File: src/assert_macros.svh
// assertion macros used by the sorted list core rtl
`ifndef ASSERT_MACROS_SVH
`define ASSERT_MACROS_SVH

// property checked at every rising clock edge outside reset
`define ASSERT_CLK(label, prop, msg) \
    label: assert property (@(posedge clk) disable iff (!rst_n) (prop)) else $error(msg);

// implication checked at every rising clock edge outside reset
`define ASSERT_IMPL(label, ante, cons, msg) \
    label: assert property (@(posedge clk) disable iff (!rst_n) (ante) |-> (cons)) \
        else $error(msg);

`endif

File: src/sli_pkg.sv
// types and constants of the sorted list table
package sli_pkg;

    localparam int InWidth  = 40;
    localparam int OutWidth = 48;

    localparam logic [1:0] FUNC_INSERT = 2'd0;
    localparam logic [1:0] FUNC_DELETE = 2'd1;
    localparam logic [1:0] FUNC_READ   = 2'd2;

    localparam logic [1:0] ST_OK        = 2'd0;
    localparam logic [1:0] ST_FULL      = 2'd1;
    localparam logic [1:0] ST_NOT_FOUND = 2'd2;
    localparam logic [1:0] ST_RANGE     = 2'd3;

    typedef enum logic [2:0] {
        S_IDLE,
        S_INS,
        S_INS_LAST,
        S_DEL,
        S_RDW,
        S_FIN
    } state_t;

endpackage

File: src/sli_ram.sv
// generic single-write, single-read ram with registered read data
module sli_ram #(
    parameter int WIDTH = 32,
    parameter int DEPTH = 16
) (
    input  logic                     clk,
    input  logic                     we,
    input  logic [$clog2(DEPTH)-1:0] waddr,
    input  logic [WIDTH-1:0]         wdata,
    input  logic [$clog2(DEPTH)-1:0] raddr,
    output logic [WIDTH-1:0]         rdata
);

    logic [WIDTH-1:0] mem [DEPTH];
    logic [WIDTH-1:0] rdata_reg;

    always_ff @(posedge clk)
    begin
        if (we)
        begin
            mem[waddr] <= wdata;
        end
        rdata_reg <= mem[raddr];
    end

    assign rdata = rdata_reg;

endmodule

File: src/sorted_list_insert_delete_core.sv
// sorted list table core: insert, delete-all-equal and read by position
// usage:
//   s_axis carries one command per transfer (func, value, position); the
//   core answers every command with exactly one transfer on m_axis carrying
//   status, entry_count, removed_count and read_value.
//   entries live in one ram with a registered read port; insert and delete
//   walk the ram one entry per cycle through that single port.
// command flow:
//   insert shifts every entry above the insert position up by one; delete
//   walks all entries; read fetches one entry; full, empty and out of range
//   commands and the unused code go straight to the result.
//   one command is in work at a time; the next one is taken as soon as the
//   previous result sits in the output register.
// reset:
//   rst_n clears the entry count and all control; ram contents are left as
//   they are since no entry beyond the count is ever read.
// stall:
//   a result waits in the output register while m_axis_tready is low; a
//   finished command then waits for that register before the core goes idle.
module sorted_list_insert_delete_core #(
    parameter int CAPACITY = 16
) (
    input  logic                         clk,
    input  logic                         rst_n,
    input  logic                         s_axis_tvalid,
    output logic                         s_axis_tready,
    // func[1:0], value[33:2], position[37:34], zero fill
    input  logic [sli_pkg::InWidth-1:0]  s_axis_tdata,
    output logic                         m_axis_tvalid,
    input  logic                         m_axis_tready,
    // status[1:0], entry_count[6:2], removed_count[11:7], read_value[43:12], zero fill
    output logic [sli_pkg::OutWidth-1:0] m_axis_tdata
);

    localparam int AW = $clog2(CAPACITY);
    localparam int CW = $clog2(CAPACITY + 1);
    localparam int PW = (CW > 4) ? CW : 4;

    logic [1:0]         in_func;
    logic signed [31:0] in_value;
    logic [3:0]         in_position;

    sli_pkg::state_t state_reg, state_next;
    logic [CW-1:0]      count_reg, count_next;
    logic [CW-1:0]      idx_reg, idx_next;
    logic [CW-1:0]      keep_reg, keep_next;
    logic [CW-1:0]      rmv_reg, rmv_next;
    logic [1:0]         status_reg, status_next;
    logic [31:0]        rdv_reg, rdv_next;
    logic signed [31:0] val_reg, val_next;
    logic               m_valid_reg, m_valid_next;
    logic [sli_pkg::OutWidth-1:0] m_data_reg, m_data_next;

    logic               we;
    logic [AW-1:0]      waddr;
    logic [31:0]        wdata;
    logic [AW-1:0]      raddr;
    logic [31:0]        rdata;

    logic [CW-1:0]      cnt_m1, idx_m1, idx_m2, idx_p1, keep_p1, rmv_p1, cnt_p1;
    logic               accept;
    logic               out_free;

    assign in_func     = s_axis_tdata[1:0];
    assign in_value    = s_axis_tdata[33:2];
    assign in_position = s_axis_tdata[37:34];

    assign cnt_m1  = count_reg - CW'(1);
    assign cnt_p1  = count_reg + CW'(1);
    assign idx_m1  = idx_reg - CW'(1);
    assign idx_m2  = idx_reg - CW'(2);
    assign idx_p1  = idx_reg + CW'(1);
    assign keep_p1 = keep_reg + CW'(1);
    assign rmv_p1  = rmv_reg + CW'(1);

    assign s_axis_tready = (state_reg == sli_pkg::S_IDLE);
    assign accept        = s_axis_tvalid && s_axis_tready;
    assign out_free      = !m_valid_reg || m_axis_tready;
    assign m_axis_tvalid = m_valid_reg;
    assign m_axis_tdata  = m_data_reg;

    sli_ram #(
        .WIDTH(32),
        .DEPTH(CAPACITY)
    ) u_ram (
        .clk  (clk),
        .we   (we),
        .waddr(waddr),
        .wdata(wdata),
        .raddr(raddr),
        .rdata(rdata)
    );

    always_ff @(posedge clk or negedge rst_n)
    begin
        if (!rst_n)
        begin
            state_reg   <= sli_pkg::S_IDLE;
            count_reg   <= '0;
            m_valid_reg <= 1'b0;
        end
        else
        begin
            state_reg   <= state_next;
            count_reg   <= count_next;
            m_valid_reg <= m_valid_next;
        end
    end

    always_ff @(posedge clk)
    begin
        idx_reg    <= idx_next;
        keep_reg   <= keep_next;
        rmv_reg    <= rmv_next;
        status_reg <= status_next;
        rdv_reg    <= rdv_next;
        val_reg    <= val_next;
        m_data_reg <= m_data_next;
    end

    always_comb
    begin
        state_next   = state_reg;
        count_next   = count_reg;
        idx_next     = idx_reg;
        keep_next    = keep_reg;
        rmv_next     = rmv_reg;
        status_next  = status_reg;
        rdv_next     = rdv_reg;
        val_next     = val_reg;
        m_data_next  = m_data_reg;
        m_valid_next = m_valid_reg && !m_axis_tready;
        we           = 1'b0;
        waddr        = '0;
        wdata        = val_reg;
        raddr        = '0;

        unique case (state_reg)
            sli_pkg::S_IDLE:
            begin
                if (accept)
                begin
                    val_next    = in_value;
                    rmv_next    = '0;
                    rdv_next    = '0;
                    status_next = sli_pkg::ST_OK;
                    state_next  = sli_pkg::S_FIN;
                    unique case (in_func)
                        sli_pkg::FUNC_INSERT:
                        begin
                            if (count_reg >= CW'(CAPACITY))
                            begin
                                status_next = sli_pkg::ST_FULL;
                            end
                            else if (count_reg == '0)
                            begin
                                we         = 1'b1;
                                waddr      = '0;
                                wdata      = in_value;
                                count_next = CW'(1);
                            end
                            else
                            begin
                                idx_next   = count_reg;
                                raddr      = cnt_m1[AW-1:0];
                                state_next = sli_pkg::S_INS;
                            end
                        end
                        sli_pkg::FUNC_DELETE:
                        begin
                            if (count_reg == '0)
                            begin
                                status_next = sli_pkg::ST_NOT_FOUND;
                            end
                            else
                            begin
                                idx_next   = '0;
                                keep_next  = '0;
                                raddr      = '0;
                                state_next = sli_pkg::S_DEL;
                            end
                        end
                        sli_pkg::FUNC_READ:
                        begin
                            if (PW'(in_position) < PW'(count_reg))
                            begin
                                raddr      = AW'(in_position);
                                state_next = sli_pkg::S_RDW;
                            end
                            else
                            begin
                                status_next = sli_pkg::ST_RANGE;
                            end
                        end
                        default:
                        begin
                            status_next = sli_pkg::ST_OK;
                        end
                    endcase
                end
            end
            sli_pkg::S_INS:
            begin
                // shift entries up by one until the slot for the value is found
                we    = 1'b1;
                waddr = idx_reg[AW-1:0];
                if ($signed(rdata) < val_reg)
                begin
                    wdata      = val_reg;
                    count_next = cnt_p1;
                    state_next = sli_pkg::S_FIN;
                end
                else
                begin
                    wdata = rdata;
                    if (idx_reg == CW'(1))
                    begin
                        state_next = sli_pkg::S_INS_LAST;
                    end
                    else
                    begin
                        idx_next = idx_m1;
                        raddr    = idx_m2[AW-1:0];
                    end
                end
            end
            sli_pkg::S_INS_LAST:
            begin
                we         = 1'b1;
                waddr      = '0;
                wdata      = val_reg;
                count_next = cnt_p1;
                state_next = sli_pkg::S_FIN;
            end
            sli_pkg::S_DEL:
            begin
                // compact kept entries toward the bottom
                if (rdata == val_reg)
                begin
                    rmv_next = rmv_p1;
                end
                else
                begin
                    we        = 1'b1;
                    waddr     = keep_reg[AW-1:0];
                    wdata     = rdata;
                    keep_next = keep_p1;
                end
                if (idx_reg == cnt_m1)
                begin
                    count_next  = keep_next;
                    status_next = (rmv_next == '0) ? sli_pkg::ST_NOT_FOUND : sli_pkg::ST_OK;
                    state_next  = sli_pkg::S_FIN;
                end
                else
                begin
                    idx_next = idx_p1;
                    raddr    = idx_p1[AW-1:0];
                end
            end
            sli_pkg::S_RDW:
            begin
                rdv_next   = rdata;
                state_next = sli_pkg::S_FIN;
            end
            sli_pkg::S_FIN:
            begin
                if (out_free)
                begin
                    m_data_next  = {4'b0000, rdv_reg, 5'(rmv_reg), 5'(count_reg), status_reg};
                    m_valid_next = 1'b1;
                    state_next   = sli_pkg::S_IDLE;
                end
            end
            default:
            begin
                state_next = sli_pkg::S_IDLE;
            end
        endcase
    end

    `include "assert_macros.svh"

    `ASSERT_CLK(a_count_bound, count_reg <= CW'(CAPACITY), "entry count above capacity")
    `ASSERT_IMPL(a_write_in_range, we, waddr <= AW'(count_reg) || count_reg >= CW'(CAPACITY) || waddr == '0, "ram write beyond entry count")
    `ASSERT_IMPL(a_full_insert, accept && in_func == sli_pkg::FUNC_INSERT && count_reg >= CW'(CAPACITY), ##1 $stable(count_reg) && !we, "insert into full table changed state")
    `ASSERT_IMPL(a_idle_no_write, state_reg == sli_pkg::S_IDLE && !accept, !we, "ram write while idle")

endmodule
File: config.mk
export PLATFORM = sky130hd
export DESIGN_NAME = sorted_list_insert_delete_core
export DESIGN_NICKNAME = d
export VERILOG_FILES = /design/src/sli_pkg.sv /design/src/sli_ram.sv /design/src/sorted_list_insert_delete_core.sv
export VERILOG_INCLUDE_DIRS = /design/src /design/src/src
export SDC_FILE = /design/constraint.sdc
export NUM_CORES = 1
export LEC_CHECK = 0
export BUFFER_PORTS_ARGS = -buffer_cell sky130_fd_sc_hd__buf_2
export CORE_UTILIZATION = 40
export CTS_CLUSTER_DIAMETER = 30
export DETAILED_ROUTE_END_ITERATION = 8
export PLACE_DENSITY_LB_ADDON = 0.08
export SYNTH_ARGS = -nofsm -noshare
export SYNTH_HDL_FRONTEND = slang
export SYNTH_HIERARCHICAL = 1
export SYNTH_SLANG_ARGS = --single-unit
File: constraint.sdc
create_clock -name clk -period 5.3 [get_ports clk]
set_clock_uncertainty 0.2 [all_clocks]
set_input_delay 0.265 -clock clk [delete_from_list [all_inputs] [get_ports clk]]
set_output_delay 0.265 -clock clk [all_outputs]
set_load 0.01 [all_outputs]
* Word-level counts from Yosys, hierarchy flattened
Memories as Yosys holds them, arrays and structs flattened. A register that Yosys moved wholly into a read port is not among the register bits.
Index checks and enable logic that the tools add are counted.
** Word-level totals
- Register bits after elaboration :: 134
- Bits in latches :: 0
- RAM bits :: 512
- Memory bits (read-only) :: 0
- Input bits :: 44
- Logic and storage cells :: 145
- Memories :: 1
** Cells by class
- $add $sub $neg :: 7
- Multiply operators :: 0
- Divide/modulo/power cells :: 0
- Magnitude comparators :: 3
- Eq/ne operators :: 27
- Shift operators :: 0
- Muxes and demuxes :: 73
- Bitwise logic cells :: 0
- Reductions and logical operators :: 24
** Memory list
- u_ram.mem :: words 16, bits a word 32, read ports 1, clocked after Yosys merged registers in 1, wr ports 1, line sli_ram.sv:14 : logic [WIDTH-1:0] mem [DEPTH];
** Operator list (count)
- $mux W32 :: 7
- $pmux W32 S3 :: 1
- $mux W5 :: 19
- $pmux W32 S2 :: 1
- $eq A32 B32 Y1 :: 1
- $lt A32 B32 Y1 :: 1
- $mux W4 :: 8
- $pmux W5 S2 :: 3
- $mux W3 :: 8
- $add A5 B1 Y5 const B :: 4
- $pmux W5 S4 :: 1
- $ne A2 B2 Y1 const B :: 8
- $pmux W4 S2 :: 2
- $pmux W3 S5 :: 1
- $pmux W5 S3 :: 1
- $ne A3 B3 Y1 const B :: 4
- $pmux W4 S3 :: 1
- $mux W1 :: 11
- $logic_not A5 Y1 :: 2
- $mux W2 :: 5
- $sub A5 B1 Y5 const B :: 2
- $pmux W3 S3 :: 1
- $reduce_and A9 Y1 :: 1
- $ne A2 B1 Y1 const B :: 4
- 27 further kinds :: 37

* Depth between registers and ports, before layout
- Word-level depth :: 8
- Depth in mapped cells :: 15
- Depth with buffers taken out :: 13

* Cells and area by module
The synthesis kept the hierarchy.
** Modules (own cells, without submodules)
- sli_ram :: instances 1, cells each 838, area each 19835.3 µm², sequential area each 16015.4 µm²
- sorted_list_insert_delete_core :: instances 1, cells each 633, area each 7278.2 µm², sequential area each 3978.8 µm²

* Worst setup path after synthesis
No wires, ideal clock.
- Path type :: reg-to-reg
- Start :: register val_reg[31]
- End :: memory u_ram.mem[0][0], enable pin
- Setup time :: 461 ps
- Arrival :: 4778 ps
- Path slack :: -139 ps
- Cell stages (with the launch flop) :: 13
- Buffers on the path :: 2
- Cell sequence :: edfxtp_1 -> inv_1 -> ha_1 -> nand4_1 -> nor4_2 -> and3_1 -> buf_2 -> inv_2 -> clkbuf_1 -> nand3_1 -> a21oi_1 -> or3b_2 -> nor3_1
** RTL lines
- start, declared :: line sorted_list_insert_delete_core.sv:50 : logic signed [31:0] val_reg, val_next;
- start signal, assigned :: line sorted_list_insert_delete_core.sv:117 : val_reg <= val_next;
- $eq A32 B32 Y1 :: line sorted_list_insert_delete_core.sv:238 : if (rdata == val_reg)
- $mux W4 :: line sorted_list_insert_delete_core.sv:238
- $pmux W4 S2 :: line sorted_list_insert_delete_core.sv:138 : unique case (state_reg)
- net waddr[2] :: line sorted_list_insert_delete_core.sv:55 : logic [AW-1:0] waddr;
- end, declared :: line sli_ram.sv:14
The timed path passes the listed nets, and every way through them passes these cells.

* Worst setup path after layout
- Start :: register val_reg[19]
- End :: register u_ram.rdata_reg[31], in the netlist u_ram/rdata[31], read port of u_ram.mem
** Between the ends
- Longest elaborated chain between the ends :: 3
** Ends and longest elaborated chain
- $lt A32 B32 Y1 :: line sorted_list_insert_delete_core.sv:207 : if ($signed(rdata) < val_reg)
- $mux W4 :: line sorted_list_insert_delete_core.sv:207
- $pmux W4 S3 :: line sorted_list_insert_delete_core.sv:138
- net raddr[0] :: line sorted_list_insert_delete_core.sv:57 : logic [AW-1:0] raddr;
- end, declared :: line sli_ram.sv:15 : logic [WIDTH-1:0] rdata_reg;
The timed path passes the listed nets, and every way through them passes these cells.
A chain may end at the register's enable or synchronous reset.

==> impl_metrics.ini <==
[job]
max_cap_violations = 0

[drt]
dr.pass1.iters = 7
drcViolationCount = 0
drtIter0Drc = 1290
wl_mm = 72.5
vias = 15000
routedWlPerCell_um = 26.8
viasPerCell = 5.53
antenna_left = 0

[floorplanning]
die_x_um = 262
coreArea_um2 = 67200
rows = 95
start_util_pct = 40.4
ioPinCount = 94
die_area_um2 = 68800
die_height_um = 262

[worst_setup_path]
rrSetupSlack_ps = 520
crit_arrival_ps = 5140
startpoint_type = flip-flop
path_max_fanout = 19
path_class = flip-flop to flip-flop
cp_data_required_time_ps = 5660
endpoint_kind = flip-flop

[synthesis]
synth_edf_count = 637
synth.avg_cell_area_um2 = 18.4
synth-seq-area-share_pct = 73.7
netlist_area_um2 = 27100
ys_types = 66
synthCells = 1471
ys.flop_type = edfxtp_1
ys_warn_count = 6
async_flop_share_pct = 1.33
synth_seq_cells = 678

[place]
place.port_buffers = 87
dp_hpwl_mm = 41.1
place_worst_setup_slack_ps = 476
post_dp_cell_area_um2 = 29300
place_congestion = 0.820

[timing]
finalHoldViolations = 0
setup_tns_ps = 0
finalCritPeriodShare_pct = 90.1
tightest_slew_ps = 1140
slew_headroom_pct = 23.7
fmax_ghz = 0.209
setup-violations-final = 0
layout_setup_ws_ps = 525
rsz0062_at_grt = no
drv_slew = 0
period_minus_slack_ps = 4780

[cts]
cts_buffers = 137
cts-root-buf = clkbuf_16
clk_latency_ps = 700
clock_sinks = 678
clockBufferDepth = 3
ctsResizeCount = 0
clkTransAtPathRegs_ps = 50
tritoncts = yes
h-tree-depth = 4

[grt]
grt_use_total_pct = 21.6
overflow = 0
grt_pass1_vias = 15500
grt_max_degree = 43
antenna_found_initial = 1
grt_first_pass_wirelength_mm = 106

[final_layout]
layout-drive-gt1-share_pct = 29.9
syn_to_final_growth_pct = 26.9
largest_reg_flops = 512
nNetsFinal = 1808
max_flop_register = u_ram/mem
post-route-util_pct = 51.2
final_cell_area_um2 = 34400

[power_and_ir_drop]
ir_worst_vdd_mv = 0.328
cellLeakagePower_nw = 11.9
power.density_nw_per_um2 = 674

[worst_hold_path]
hold_class = input pin to flip-flop

[status]
status = finished clean
synth_stat cells, types with 2 or more instances:
cell	n	area, um^2
mux2i_1	3	30.0
a221o_1	33	330
nor2_1	43	161
o21ai_0	12	60.1
a211oi_1	6	45.0
dfxtp_1	32	641
nor4b_1	2	17.5
nand2_1	71	267
and4_1	2	17.5
o22ai_1	2	12.5
xnor2_1	8	70.1
and3_1	37	231
buf_4	15	113
inv_2	2	7.51
and2_1	34	213
clkbuf_1	41	154
xor2_1	14	123
nor2b_1	8	50.1
a21o_1	3	22.5
a22oi_1	70	526
nor3_1	15	75.1
dfrtp_1	9	225
a31oi_1	3	18.8
buf_1	12	45.0
o221ai_1	4	35.0
nor3b_1	5	37.5
buf_2	14	70.1
or3_1	2	12.5
nand3_1	17	85.1
mux2_2	3	33.8
nor4_1	5	31.3
mux4_2	128	2880
inv_1	47	176
ha_1	46	576
nand3b_1	2	15.0
nand4_1	11	68.8
a21oi_1	33	165
nand2b_1	8	50.1
o21ai_1	3	15.0
edfxtp_1	637	19100
o31ai_1	4	30.0
worst max-delay path, stage by stage (launching register included):
cell	delay [ps]
edfxtp_1	340
inv_1	50
ha_1	320
a21oi_1	130
o21ai_0	260
a22oi_1	300
o211ai_1	220
nor4_1	510
a21o_1	370
nor2b_1	280
a221o_4	370
buf_12	270
buf_4	230
mux4_2	510
a22oi_1	210
nand2_1	60
layout by cell type (no fill, tap or decap), types with 8 or more instances in the layout:
| cell type | count |
|---|---|
| clkinv_1 | 11 |
| nor2_4 | 14 |
| buf_12 | 27 |
| ha_1 | 46 |
| o21ai_0 | 12 |
| nor3_1 | 11 |
| xor2_1 | 14 |
| nand3_1 | 17 |
| nand2_1 | 70 |
| dlygate4sd3_1 | 37 |
| inv_1 | 47 |
| clkinv_2 | 18 |
| and3_1 | 36 |
| nand4_1 | 11 |
| dfxtp_1 | 32 |
| buf_2 | 87 |
| and2_1 | 33 |
| clkinvlp_4 | 10 |
| xnor2_1 | 8 |
| clkbuf_1 | 19 |
| buf_4 | 37 |
| dfrtp_1 | 8 |
| a21oi_1 | 33 |
| a221o_1 | 32 |
| bufinv_16 | 19 |
| a22oi_1 | 70 |
| mux4_2 | 128 |
| inv_6 | 12 |
| clkinv_4 | 9 |
| edfxtp_1 | 637 |
| clkbuf_16 | 143 |
| nand2b_1 | 8 |
| nor2_1 | 28 |
logic make-up after synthesis:
| kind of cell | after synthesis | share of synthesized area (%) |
|---|---|---|
| AO/OA/AOI/OAI | 187 | 5.13 |
| XOR/XNOR | 23 | 0.771 |
| adder cells (fa/ha/maj) | 46 | 2.12 |
| buffers and inverters | 132 | 2.13 |
| flip-flops | 678 | 73.7 |
| multiplexers | 134 | 10.9 |
| other | 1 | 0.0138 |
| AND/OR/NAND/NOR | 270 | 5.23 |
final timing paths:
kind,from,depth (start not counted),endpoint
max reg2reg,val_reg[19],15,u_ram/rdata[31]
max,val_reg[19],15,u_ram/rdata[31]
max in group asynchronous,rst_n,3,state_reg[2]
min in group asynchronous,rst_n,3,m_axis_tvalid
min reg2reg,status_reg[1],0,m_axis_tdata[1]
min,s_axis_tvalid,5,state_reg[1]
repair_timing:
item	in CTS	in global routing
hold buffers	37	0
hold endpoints to repair	45	0
buffers inserted	0	0
per-stage QoR:
stage               power [mW]  hold WS [ps]  cells
floorplan                 12.1          -231   1474
finish                    23.2          82.6   2706
detailed placement        14.6         -48.9   2415
global route              24.2          84.8   2705
CTS                       23.4          30.1   2705
global placement          14.5         -47.3   2415
routing by layer:
layer	vias to the layer above	wire (um)	part of all wire, %	global-route usage (%)
met4	0	1590	2.2	7.22
met2	410	34700	48	33.8
li1	6510	-	-	-
met3	120	3450	4.8	3.96
met5	-	0	0	0
met1	7917	32800	45	30.4
cell type report:
type                            instances  area [um^2]
Fill cell                            5476        32800
Sequential cell                       678        20000
Multi-Input combinational cell        664         6740
Clock buffer                          165         3690
Timing Repair Buffer                  188         1620
Tap cell                              873         1090
Clock inverter                         88         1070
Inverter                               49          184
Antenna cell                            1         2.50
power breakdown:
part	leakage (nW)	total (mW)	switching [mW]	internal [mW]
combinational	3.42	6.19	3.80	2.39
sequential	6.19	8.25	0.505	7.74
clock	2.31	8.74	2.83	5.91
total	11.9	23.2	7.14	16.0
Power figures use the tool's default switching activity.
